File: config.mk
export PLATFORM = sky130hd
export DESIGN_NAME = active_line_field_parser_top
export DESIGN_NICKNAME = d
export VERILOG_FILES = /design/src/hw/rtl/alfp_pkg.sv /design/src/hw/rtl/alfp_parse.sv /design/src/hw/rtl/active_line_field_parser_top.sv
export SDC_FILE = /design/constraint.sdc
export NUM_CORES = 1
export LEC_CHECK = 0
export BUFFER_PORTS_ARGS = -buffer_cell sky130_fd_sc_hd__clkbuf_2
export CORE_MARGIN = 4
export CORE_UTILIZATION = 42
export CTS_CLUSTER_DIAMETER = 40
export DETAILED_ROUTE_END_ITERATION = 8
export GPL_TIMING_DRIVEN = 1
export HOLD_SLACK_MARGIN = 0.03
export PLACE_DENSITY = 0.58
export REMOVE_ABC_BUFFERS = 1
export SLEW_MARGIN = 40
export SYNTH_ARGS = -nofsm -noshare
export SYNTH_HDL_FRONTEND = slang
export SYNTH_HIERARCHICAL = 1
export SYNTH_SLANG_ARGS = --single-unit
export TNS_END_PERCENT = 30
File: constraint.sdc
create_clock -name clk -period 17.4 [get_ports clk]
set_input_delay 1.74 -clock clk [delete_from_list [all_inputs] [get_ports clk]]
set_output_delay 1.74 -clock clk [all_outputs]
set_load 0.01 [all_outputs]
File: src/hw/rtl/alfp_pkg.sv
// ----------------------------------------------------------------------------
// alfp_pkg: shared types and constants of the active-line field parser
// Phase codes, character codes, number widths and the item/result structs.
// ----------------------------------------------------------------------------
package alfp_pkg;

  // Width of the parsed numbers (signed range of NUMBER_BITS bits)
  localparam int NUMBER_BITS = 64;
  // Digit accumulator: magnitude * 10 + 9 always fits in four more bits
  localparam int ACC_BITS    = NUMBER_BITS + 4;
  // Fixed width of the result ports
  localparam int MARK_BITS   = 64;

  // Parser phases
  localparam int PHASE_BITS = 3;
  localparam logic [PHASE_BITS-1:0] PH_SKIP_HI = 3'd0;
  localparam logic [PHASE_BITS-1:0] PH_SIGN_HI = 3'd1;
  localparam logic [PHASE_BITS-1:0] PH_DIG_HI  = 3'd2;
  localparam logic [PHASE_BITS-1:0] PH_SKIP_LO = 3'd3;
  localparam logic [PHASE_BITS-1:0] PH_SIGN_LO = 3'd4;
  localparam logic [PHASE_BITS-1:0] PH_DIG_LO  = 3'd5;
  localparam logic [PHASE_BITS-1:0] PH_SKIP_ST = 3'd6;
  localparam logic [PHASE_BITS-1:0] PH_DONE    = 3'd7;

  // Character codes
  localparam logic [7:0] CH_MINUS       = 8'd45;
  localparam logic [7:0] STATUS_DEFAULT = 8'd121;  // 'y'

  // Register map (byte addresses)
  localparam int ADDR_BITS = 3;
  localparam logic [ADDR_BITS-1:0] ADDR_TWO_MARKS = 3'd0;

  // One input item
  typedef struct packed {
    logic [7:0] ch;
    logic       has_char;
    logic       line_end;
  } item_t;

  // One result item
  typedef struct packed {
    logic [MARK_BITS-1:0] high_mark;
    logic [MARK_BITS-1:0] low_mark;
    logic [7:0]           status_char;
  } result_t;

endpackage

File: src/hw/rtl/alfp_parse.sv
// ----------------------------------------------------------------------------
// alfp_parse: line parsing state and per-byte update
// Holds the line state and advances it by one registered item per cycle while go
// is high; produces the result of a line in the same cycle as its end marker.
// ----------------------------------------------------------------------------
module alfp_parse (
  input  logic            clk,
  input  logic            rst,
  input  logic            go,            // item in the input register advances
  input  alfp_pkg::item_t item,
  input  logic            two_marks,
  output logic            res_valid,
  output alfp_pkg::result_t res
);
  import alfp_pkg::*;

  // Line state
  logic [PHASE_BITS-1:0]  phase, phase_next;
  logic [NUMBER_BITS-1:0] magnitude, magnitude_next;
  logic                   negative, negative_next;
  logic [NUMBER_BITS-1:0] high_value, high_value_next;
  logic [NUMBER_BITS-1:0] low_value, low_value_next;
  logic [7:0]             status_value, status_value_next;

  // Byte class
  logic is_space, is_digit;
  always_comb begin
    is_space = (item.ch == 8'd32) || (item.ch inside {[8'd9:8'd13]});
    is_digit = item.ch inside {[8'd48:8'd57]};
  end

  // Digit accumulator: base * 10 + d, checked against the signed limit.
  // A digit opens a number from zero in a skip phase, continues otherwise.
  logic                   in_skip, in_sign, dig_neg, ovf;
  logic [ACC_BITS-1:0]    base, acc, limit;
  always_comb begin
    in_skip = (phase == PH_SKIP_HI) || (phase == PH_SKIP_LO);
    in_sign = (phase == PH_SIGN_HI) || (phase == PH_SIGN_LO);
    dig_neg = in_sign ? 1'b1 : (in_skip ? 1'b0 : negative);
    base    = in_skip ? '0 : ACC_BITS'(magnitude);
    acc     = (base << 3) + (base << 1) + ACC_BITS'(item.ch[3:0]);
    limit   = (ACC_BITS'(1) << (NUMBER_BITS - 1)) - ACC_BITS'(!dig_neg);
    ovf     = acc > limit;
  end

  // Signed value of the number being read, before and after this byte
  logic [NUMBER_BITS-1:0] sval_cur, sval_end;
  assign sval_cur = negative ? (NUMBER_BITS'(0) - magnitude) : magnitude;
  assign sval_end = negative_next ? (NUMBER_BITS'(0) - magnitude_next) : magnitude_next;

  // Per-item update
  logic [PHASE_BITS-1:0] pe;   // phase after a number ends on this byte
  logic                  clear;
  always_comb begin
    pe                = phase;
    phase_next        = phase;
    magnitude_next    = magnitude;
    negative_next     = negative;
    high_value_next   = high_value;
    low_value_next    = low_value;
    status_value_next = status_value;

    if (item.has_char) begin
      // a non-digit ends a number; the byte is then handled by the next phase
      if (((phase == PH_DIG_HI) || (phase == PH_DIG_LO)) && !is_digit) begin
        if (phase == PH_DIG_HI) begin
          high_value_next = sval_cur;
          pe = two_marks ? PH_SKIP_LO : PH_SKIP_ST;
        end else begin
          low_value_next = sval_cur;
          pe = PH_SKIP_ST;
        end
        magnitude_next = '0;
        negative_next  = 1'b0;
      end
      phase_next = pe;

      case (pe)
        PH_SKIP_HI, PH_SKIP_LO: begin
          if (!is_space) begin
            magnitude_next = '0;
            negative_next  = 1'b0;
            if (item.ch == CH_MINUS) begin
              negative_next = 1'b1;
              phase_next = (pe == PH_SKIP_HI) ? PH_SIGN_HI : PH_SIGN_LO;
            end else if (!is_digit) begin
              phase_next = PH_DONE;
            end else if (ovf) begin
              phase_next = PH_DONE;
            end else begin
              phase_next     = (pe == PH_SKIP_HI) ? PH_DIG_HI : PH_DIG_LO;
              magnitude_next = acc[NUMBER_BITS-1:0];
            end
          end
        end
        PH_SIGN_HI, PH_SIGN_LO: begin
          if (!is_digit || ovf) begin
            phase_next = PH_DONE;
          end else begin
            phase_next     = (pe == PH_SIGN_HI) ? PH_DIG_HI : PH_DIG_LO;
            magnitude_next = acc[NUMBER_BITS-1:0];
          end
        end
        PH_DIG_HI, PH_DIG_LO: begin
          // only digits reach here
          if (ovf) begin
            phase_next = PH_DONE;
          end else begin
            magnitude_next = acc[NUMBER_BITS-1:0];
          end
        end
        PH_SKIP_ST: begin
          if (!is_space) begin
            status_value_next = item.ch;
            phase_next = PH_DONE;
          end
        end
        default: begin
          phase_next = PH_DONE;
        end
      endcase
    end

    // line end: finish an open number and report
    res.high_mark   = MARK_BITS'($signed(high_value_next));
    res.low_mark    = MARK_BITS'($signed(low_value_next));
    res.status_char = status_value_next;
    if (phase_next == PH_DIG_HI) begin
      res.high_mark = MARK_BITS'($signed(sval_end));
    end else if (phase_next == PH_DIG_LO) begin
      res.low_mark = MARK_BITS'($signed(sval_end));
    end
  end

  assign res_valid = go && item.line_end;
  assign clear     = res_valid;

  // State registers
  always_ff @(posedge clk) begin
    if (rst || clear) begin
      phase        <= PH_SKIP_HI;
      magnitude    <= '0;
      negative     <= 1'b0;
      high_value   <= '0;
      low_value    <= NUMBER_BITS'(1);
      status_value <= STATUS_DEFAULT;
    end else if (go) begin
      phase        <= phase_next;
      magnitude    <= magnitude_next;
      negative     <= negative_next;
      high_value   <= high_value_next;
      low_value    <= low_value_next;
      status_value <= status_value_next;
    end
  end

  // A reported line leaves the parser in its start state
  a_clear_after_end: assert property (@(posedge clk) disable iff (rst)
    res_valid |=> (phase == PH_SKIP_HI) && (status_value == STATUS_DEFAULT)
                  && (magnitude == '0) && !negative)
    else $error("line state not cleared after line end");

  // Once parsing stops, only a line end leaves the done phase
  a_done_sticks: assert property (@(posedge clk) disable iff (rst)
    (phase == PH_DONE) && !res_valid |=> phase == PH_DONE)
    else $error("left done phase without line end");

  // No partial number is held while waiting for one to start
  a_skip_clean: assert property (@(posedge clk) disable iff (rst)
    (phase == PH_SKIP_HI) || (phase == PH_SKIP_LO) |-> (magnitude == '0) && !negative)
    else $error("stale magnitude in skip phase");

endmodule

File: src/hw/rtl/active_line_field_parser_top.sv
// ----------------------------------------------------------------------------
// active_line_field_parser_top: news active-line field parser
// Takes field text one byte per item, returns high mark, low mark and status
// character at each line end; one configuration register over APB.
// ----------------------------------------------------------------------------
//  channel | signals                                  | direction
//  --------+------------------------------------------+----------
//  in      | in_valid, in_stall, ch, has_char, line_end | into block
//  out     | out_valid, out_stall, high_mark, low_mark, | out of block
//          | status_char                              |
//  cfg     | psel, penable, pwrite, paddr, pwdata,    | APB slave
//          | prdata, pready                           |
//
//  One item per cycle sustained while in_stall is low. Items pass through the
//  input register, then the line state update and the result register.
//  The per-byte update is a shift-add by ten and a compare against the limit.
//  Reset (synchronous): two_marks = 1, line state cleared, both stages empty.
//  out_stall holds the result register; in_stall rises only when a line end
//  waits behind a full, stalled result register.
// ----------------------------------------------------------------------------
module active_line_field_parser_top (
  input  logic                            clk,
  input  logic                            rst,
  // input items
  input  logic                            in_valid,
  output logic                            in_stall,
  input  logic [7:0]                      ch,
  input  logic                            has_char,
  input  logic                            line_end,
  // result items
  output logic                            out_valid,
  input  logic                            out_stall,
  output logic signed [alfp_pkg::MARK_BITS-1:0] high_mark,
  output logic signed [alfp_pkg::MARK_BITS-1:0] low_mark,
  output logic [7:0]                      status_char,
  // configuration
  input  logic                            psel,
  input  logic                            penable,
  input  logic                            pwrite,
  input  logic [alfp_pkg::ADDR_BITS-1:0]  paddr,
  input  logic [31:0]                     pwdata,
  output logic [31:0]                     prdata,
  output logic                            pready
);
  import alfp_pkg::*;

  // Configuration register
  logic two_marks;
  assign pready = 1'b1;
  always_ff @(posedge clk) begin
    if (rst) begin
      two_marks <= 1'b1;
    end else if (psel && penable && pwrite && pready && (paddr == ADDR_TWO_MARKS)) begin
      two_marks <= pwdata[0];
    end
  end
  assign prdata = (paddr == ADDR_TWO_MARKS) ? {31'b0, two_marks} : 32'b0;

  // Input register
  item_t in_q;
  logic  in_q_valid;
  logic  go;
  assign go       = in_q_valid && (!in_q.line_end || !out_valid || !out_stall);
  assign in_stall = in_q_valid && !go;

  always_ff @(posedge clk) begin
    if (rst) begin
      in_q_valid <= 1'b0;
    end else if (in_valid && !in_stall) begin
      in_q_valid <= 1'b1;
    end else if (go) begin
      in_q_valid <= 1'b0;
    end
  end

  always_ff @(posedge clk) begin
    if (in_valid && !in_stall) begin
      in_q.ch       <= ch;
      in_q.has_char <= has_char;
      in_q.line_end <= line_end;
    end
  end

  // Line state and per-byte update
  logic    res_valid;
  result_t res;
  alfp_parse u_parse (
    .clk          (clk),
    .rst          (rst),
    .go           (go),
    .item         (in_q),
    .two_marks    (two_marks),
    .res_valid    (res_valid),
    .res          (res)
  );

  // Result register
  always_ff @(posedge clk) begin
    if (rst) begin
      out_valid <= 1'b0;
    end else if (res_valid) begin
      out_valid <= 1'b1;
    end else if (!out_stall) begin
      out_valid <= 1'b0;
    end
  end

  always_ff @(posedge clk) begin
    if (res_valid) begin
      high_mark   <= res.high_mark;
      low_mark    <= res.low_mark;
      status_char <= res.status_char;
    end
  end

  // A line end never overwrites a result that is still stalled
  a_no_overwrite: assert property (@(posedge clk) disable iff (rst)
    out_valid && out_stall |-> !res_valid)
    else $error("result register overwritten while stalled");

  // A line end held back by the output stays in the input register
  a_end_held: assert property (@(posedge clk) disable iff (rst)
    in_q_valid && in_q.line_end && out_valid && out_stall |=> in_q_valid && in_q.line_end)
    else $error("pending line end lost");

endmodule
# Yosys cells after proc, flatten, opt, wreduce, memory -nomap -nowiden
# Cells that the tools add are included.
[word_totals]
in_bits = 52
register_bits = 353
[classes]
n_reduce_logical = 32
n_eq_ne = 16
n_addsub = 5
n_mux = 52
order_cmp = 5
[ops]
columns = ["cell", "n"]
rows = [
  ["64-bit two-way mux", 20],
  ["64-bit case mux with 3 select lines", 1],
  ["1-bit by 64-bit subtractor with 64-bit output, first input constant", 2],
  ["68-bit by 4-bit adder with 68-bit output", 1],
  ["68-bit adder", 1],
  ["68-bit > comparator", 1],
  ["64-bit by 1-bit subtractor with 65-bit output, first input constant", 1],
  ["3-bit two-way mux", 15],
  ["8-bit two-way mux", 3],
  ["3-bit == test, second input constant", 6],
  ["8-bit by 6-bit == test with 1-bit output, second input constant", 2],
  ["3-bit by 2-bit == test with 1-bit output, second input constant", 5],
  ["1-bit two-way mux", 12],
  ["3-bit case mux with 4 select lines", 1],
  ["1-bit logical AND", 10],
  ["3-bit logical NOT", 3],
  ["8-bit by 4-bit greater-or-equal comparator with 1-bit output, second input constant", 1],
  ["8-bit by 6-bit greater-or-equal comparator with 1-bit output, second input constant", 1],
  ["8-bit by 4-bit less-or-equal comparator with 1-bit output, second input constant", 1],
  ["8-bit by 6-bit less-or-equal comparator with 1-bit output, second input constant", 1],
  ["1-bit logical OR", 8],
  ["1-bit logical NOT", 7],
  ["3-bit by 1-bit == test with 1-bit output, second input constant", 2],
  ["2-bit OR reduction", 3],
  ["2 further kinds", 2],
]

# Depth between registers and ports, before layout
# Gate-level depths: netlist of run 1.
[logic_depth]
word_depth = 17
mapped_depth = 40

# By module
# The synthesis of run 1 kept the hierarchy.
[by_module_without_submodules]
columns = ["mod", "seq_area_each_um2", "area_each_um2", "cells_each", "n_inst"]
rows = [
  ["alfp_parse", 4083.9, 23586.4, 3341, 1],
  ["active_line_field_parser_top", 4444.3, 4774.6, 198, 1],
]

# Worst setup path before layout of run 1
# No wires, ideal clock.
[synth_path]
kind = "flip-flop to flip-flop"
start = "reg u_parse.phase[1]"
end = "reg low_mark[60] in the netlist's numbering (data pin)"
synth_period_minus_slack_ns = 9.402
arrival_ns = 9.142
setup_time_ns = 0.261
n_path_buf = 7
stages_incl_launch_ff = 39
slack_ns = 7.998
path_cell_list = "dfxtp_1 clkbuf_1 inv_1 nor2_1 or3_1 clkbuf_1 clkbuf_1 nand2_1 fa_1 fa_1 nand2b_1 a21oi_2 o21ai_1 a2111oi_4 nor3_1 o21ai_0 a21boi_0 o21bai_1 (+3 left out) or4_1 or4_1 o32ai_1 and2_1 buf_2 o211ai_1 nor2_1 nor2_1 clkbuf_1 clkbuf_1 a22oi_1 ha_1 nand4bb_4 or4_4 nor4_4 buf_4 mux2i_1 nand2_1"
[synth_rtl]
columns = ["item", "line", "rtl"]
rows = [
  ["start: declaration", "alfp_parse.sv:18", "logic [PHASE_BITS-1:0] phase, phase_next;"],
  ["start signal: assignment", "alfp_parse.sv:148", "phase <= phase_next;"],
  ["end signal: assignment", "active_line_field_parser_top.sv:111", "low_mark <= res.low_mark;"],
  ["end: declaration", "active_line_field_parser_top.sv:34", "output logic signed [alfp_pkg::MARK_BITS-1:0] low_mark,"],
]

==> impl_results.md, run 1 <==
- Max-Cap Viols: 0
- Period utilisation layout: 74.9%
- Vias in the first global route: 25071
- Synth-to-Final Area Change: 13.2%
- Critical path data arrival time: 13.37 ns
- DR pass1 iterations: 6
- Root Driver: clkbuf_16
- # IOs: 223
- # hold bufs at CTS: 0
- Reg2reg setup slack: 4.37 ns
- CTS resizes: 0
- Core Rows: 95
- Final-report hold violation count: 0
- Drt total wl: 101 mm
- F_max: 76.8 MHz
- HPWL Detailed: 72.2 mm
- Pins Over Slew Limit: 0
- Crit path max fanout: 34
- Die height: 268 microns
- Synth async-reset ratio: 0%
- Nets@finish: 3800
- Startpoint types: register
- H-tree depth: 3
- Total track usage: 27.1%
- Via-to-Cell Ratio: 6.16
- Post-synth EDFFs: 146
- Multi-input logic area: 18600 sq um
- Die width: 268 microns
- CP endpoint kind: register
- Gate count after technology mapping: 3539
- Endpoints failing setup: 0
- WP data required: 17.74 ns
- Worst slew pin tran: 0.993 ns
- Gpl congestion: 0.981
- Library cells used by synthesis: 107
- Total clock sinks: 353
- Residual DRC count: 0
- Slowest stage delay, CP: 0.82 ns
- Worst hold path type: reg -> reg
- Skew-Pair Late Insertion Delay: 0.62 ns
- RSZ-0062 raised after global routing: false
- Ys Warns: 6
- Final ANT Viol Nets: 0
- Pwr dens: 85.7 nW/um^2
- Initial core utilization: 42.3%
- First-pass GRT wire length: 152 mm
- Leakage: 12.7 nW
- Number of DRC markers in iteration 0: 2940
- Initial antenna violation count: 4
- Clock transition at path regs: 0.05 ns
- WP buf/inv: 2
- Main flop type after synthesis: dfxtp_1
- Share of cells above drive strength 1: 12.1%
- Critical path class: reg -> reg
- Delay-heaviest family, CP: simple AND/OR/NAND/NOR gates
- Die area: 71700 sq um
- Via count: 27587
- Antenna diodes: 0
- Outcome: finished clean
- Core area: 67000 sq um
- Skew final: 0.0232 ns
- Mapped Area: 28400 sq um
- FF+latch count, synth: 353
- GRT overflow: 0
- Setup TNS: 0 ns
- Worst-case vdd ir drop: 0.0633 mV
- Tmin final: 13.03 ns
- Routed len/inst: 22.4 microns
- # fillers: 6580
- Mean Syn Cell Area: 8.01 sq um
- CTS Buf Count: 68
- Largest net degree at the start of global routing: 142
- CTS tree: yes
- Post-synthesis sequential area ratio: 30.1%
- Final Non-Filler Cells: 4482
- Port Buffers: 159
- Reg area: 8530 sq um
- Setup Fix Bufs, Post-CTS: 0
- DP Cell Count: 4356
- Slew headroom: 33.4%
- Worst path slowest cell: a221oi_2
- Clock buffer depth: 3
power breakdown:
group | switching [mW] | internal, mW
sequential | 0.0293 | 0.885
clock | 0.482 | 0.907
combinational | 0.326 | 0.122
total | 0.837 | 1.91
tightest hold or removal path: stages (launching register included):
cell and delay [ns]:
dfxtp_1 0.30, nand2_1 0.06, a21oi_1 0.06
stage by stage:
step | area [sq um] | power, mW | hold slack [ns] | util [%] | setup WS [ns]
after global routing | 32100 | 2.86 | 0.500 | 47.9 | 3.82
final | 32100 | 2.75 | 0.467 | 47.9 | 4.37
after global placement | 29600 | 1.36 | 0.453 | 44.1 | 4.62
after detailed placement | 29600 | 1.37 | 0.457 | 44.2 | 4.65
after floorplan | 27100 | 1.21 | 0.441 | - | -2.10
after CTS | 32100 | 2.77 | 0.465 | 47.8 | 4.62
layout by cell type (no fill, tap or decap), types with 67 or more instances in the layout:
cell / synthesis / routed
nor3_1: 100 / 92
ha_1: 193 / 193
dfxtp_1: 207 / 206
nor2_1: 426 / 419
clkbuf_16: 0 / 71
and2_1: 83 / 82
a211oi_1: 140 / 136
mux2i_1: 103 / 103
clkbuf_2: 1 / 159
edfxtp_1: 146 / 146
a21oi_1: 217 / 217
nand3_1: 68 / 67
xor2_1: 102 / 102
nand4_1: 72 / 72
nand2_1: 387 / 386
o21ai_0: 229 / 227
metal layers:
layer	global-route usage (%)	part of all wire, %	up-vias
li1	-	-	13096
met1	38.4	45	13110
met2	41.3	43	1198
met3	5.16	8.9	183
met4	9.53	3.4	0
met5	0	0	-
cells in the mapped netlist (83+ instances only):
library cell / count / area share [%]
clkbuf_1: 188 / 2.5
a21oi_1: 217 / 3.8
edfxtp_1: 146 / 15
nor2_1: 426 / 5.6
dfxtp_1: 207 / 15
and2_1: 83 / 1.8
nand2_1: 387 / 5.1
a211oi_1: 140 / 3.7
ha_1: 193 / 8.5
xor2_1: 102 / 3.1
nor3_1: 100 / 1.8
mux2i_1: 103 / 3.6
o21ai_0: 229 / 4.0
sequential cells by signal (all words and copies together) (netlist names):
register,count
high_mark,64
u_parse/low_value,64
u_parse/high_value,64
u_parse/phase,3
in_q,10
two_marks,1
out_valid,1
u_parse/negative,1
status_char,8
u_parse/magnitude,64
u_parse/status_value,8
in_q_valid,1
low_mark,64
final cells by class:
cell class	instances	area share, %
multi-input combinational	2858	57.9
sequential	353	26.6
clock buffer	81	5.78
timing repair buffer	210	3.77
tap	873	3.40
clock inverter	45	1.83
inverter	62	0.725
final timing paths:
path,from,end,depth (start not counted)
max,u_parse/phase[0],low_mark[60],31
min,u_parse/high_value[54],u_parse/high_value[54],2
max reg2reg,u_parse/phase[0],low_mark[60],31
min reg2reg,u_parse/high_value[54],u_parse/high_value[54],2
kinds of logic (layout without fill, tap and decap cells):
kind of cell | count (synthesis) | count (layout) | synth area share, %
AO/OA/AOI/OAI | 1017 | 1017 | 24.0
XOR/XNOR | 155 | 155 | 4.79
adder cells (fa/ha/maj) | 195 | 195 | 8.66
buffers and inverters | 358 | 398 | 5.54
flip-flops | 353 | 353 | 30.1
multiplexers | 115 | 115 | 4.11
other | 2 | 32 | 0.0265
AND/OR/NAND/NOR | 1344 | 1344 | 22.8
Power figures use the tool's default switching activity.
==> run 2, diff against run 1 <==
==> constraint.sdc (replaced) <==
create_clock -name clk -period 13.65 [get_ports clk]
set_input_delay 1.365 -clock clk [delete_from_list [all_inputs] [get_ports clk]]
set_output_delay 1.365 -clock clk [all_outputs]
set_load 0.01 [all_outputs]
==> run 2 against run 1 <==
Against the previous run:
- clock skew down 0.0025 ns
- clock power increased by 13%
- largest power group unchanged
- register-to-register slack got worse by 2.9 ns
- worst setup slack lost 2.9 ns
- total power rose by 21%
- first-iteration DRC count up 5.0%
- cell area decreased by 0.62%
- non-clock buffer count grew 19
- wire length grew 0.78%
- via count is 0.14% lower
- critical path depth unchanged
==> impl_results.md, run 2 (synthesis results as in run 1) <==
- Outcome: finished clean
- RSZ-0062 raised after global routing: false
- Number of DRC markers in iteration 0: 3087
- Skew-Pair Late Insertion Delay: 0.64 ns
- Total track usage: 27.3%
- Met1 usage: 39.8%
- F_max: 81.8 MHz
- Total power: 3.32 mW
- Slowest stage delay, CP: 0.71 ns
- Startpoint types: register
- Clock transition at path regs: 0.05 ns
- Worst slew pin tran: 0.902 ns
- Vias in the first global route: 25147
- Die area: 71700 sq um
- Largest net degree at the start of global routing: 88
- Period utilisation layout: 89.6%
- Slew headroom: 39.4%
- Worst-case vdd ir drop: 0.0948 mV
- Routing usage on met3: 4.70%
- Die height: 268 microns
- Pins Over Slew Limit: 0
- Leakage: 12.6 nW
- Total clock sinks: 353
- # hold bufs at CTS: 0
- Core area: 67000 sq um
- Final setup margin: 1.42 ns
- Initial antenna violation count: 2
- Root Driver: clkbuf_16
- Endpoints failing setup: 0
- DR pass1 iterations: 8
- CP endpoint kind: register
- Crit path max fanout: 26
- GRT overflow: 0
- Tmin final: 12.23 ns
- Drt total wl: 101 mm
- Skew final: 0.0207 ns
- Nets@finish: 3811
- Max-Cap Viols: 0
- Die width: 268 microns
- Worst hold path type: reg -> reg
- Share of cells above drive strength 1: 12.2%
- # IOs: 223
- Core Rows: 95
- Final hold slack: 0.467 ns
- Initial core utilization: 42.3%
- Via count: 27549
- Critical path data arrival time: 12.56 ns
- Final-report hold violation count: 0
- Worst path slowest cell: or3_2
- CTS resizes: 0
- CTS Buf Count: 60
- Final ANT Viol Nets: 0
- Port Buffers: 159
- HPWL Detailed: 74.9 mm
- Most common cell after layout, fill and taps aside: nor2_1
- CTS tree: yes
- Via-to-Cell Ratio: 6.14
- Setup Fix Bufs, Post-CTS: 0
- Routed len/inst: 22.6 microns
- Clock buffer depth: 3
- Top Usage Layer GRT: met2
- WP data required: 13.98 ns
- Commonest non-fill, non-tap cells in the layout: nor2_1 (419), nand2_1 (387), o21ai_0 (228)
- Critical path class: reg -> reg
- Synth-to-Final Area Change: 12.5%
- Antenna diodes: 0
- Gpl congestion: 1.01
- GR Util met2: 41.7%
- Setup WS pre-CTS: 1.30 ns
- H-tree depth: 2
- Residual DRC count: 0
- First-pass GRT wire length: 154 mm
- Pwr dens: 104 nW/um^2
==> run 2: per-layer routing <==
layer,vias up,routed length [microns],part of all wire (%)
met2,1135,43600,43
met5,-,0,0
li1,13114,-,-
met3,157,8460,8.3
met1,13143,46600,46
met4,0,2760,2.7
==> run 2: critical path: cells and delay by family (launching register included) <==
| family | cells | cell delay (ns) |
|---|---|---|
| simple gates | 15 | 5.32 |
| compound gates | 11 | 4.02 |
| fa+ha+maj | 3 | 1.15 |
| flops | 1 | 0.68 |
| xor+xnor | 1 | 0.45 |
| buf+inv | 1 | 0.29 |
==> run 2: final cells by class <==
type                       instances  area [sq um]
tap                              873          1090
multi-input combinational       2858         18600
timing repair buffer             229          1350
clock inverter                    48           583
inverter                          62           233
clock buffer                      66          1530
fill                            6661         35100
sequential                       353          8530
==> run 2: worst paths after layout <==
kind,start,to,slack (ns),cells after the start
max reg2reg,u_parse/phase[1],low_mark[62],1.42,31
min,u_parse/high_value[54],u_parse/high_value[54],0.47,2
max,u_parse/phase[1],low_mark[62],1.42,31
min reg2reg,u_parse/high_value[54],u_parse/high_value[54],0.47,2
==> run 2: power by group <==
group	switching, mW	total, mW	leakage [nW]	internal (mW)
sequential	0.0344	1.16	3.04	1.13
combinational	0.421	0.583	8.57	0.162
clock	0.592	1.57	1.01	0.979
total	1.05	3.32	12.6	2.27
==> run 2: through the flow <==
step                cells  util, %  instance area, sq um  setup TNS [ns]
floorplan            3273        -                 27100        -1395.16
global placement     4374     44.3                 29700               0
detailed placement   4374     44.4                 29800               0
CTS                  4488     47.5                 31900               0
global route         4489     47.6                 31900               0
finish               4489     47.6                 31900               0
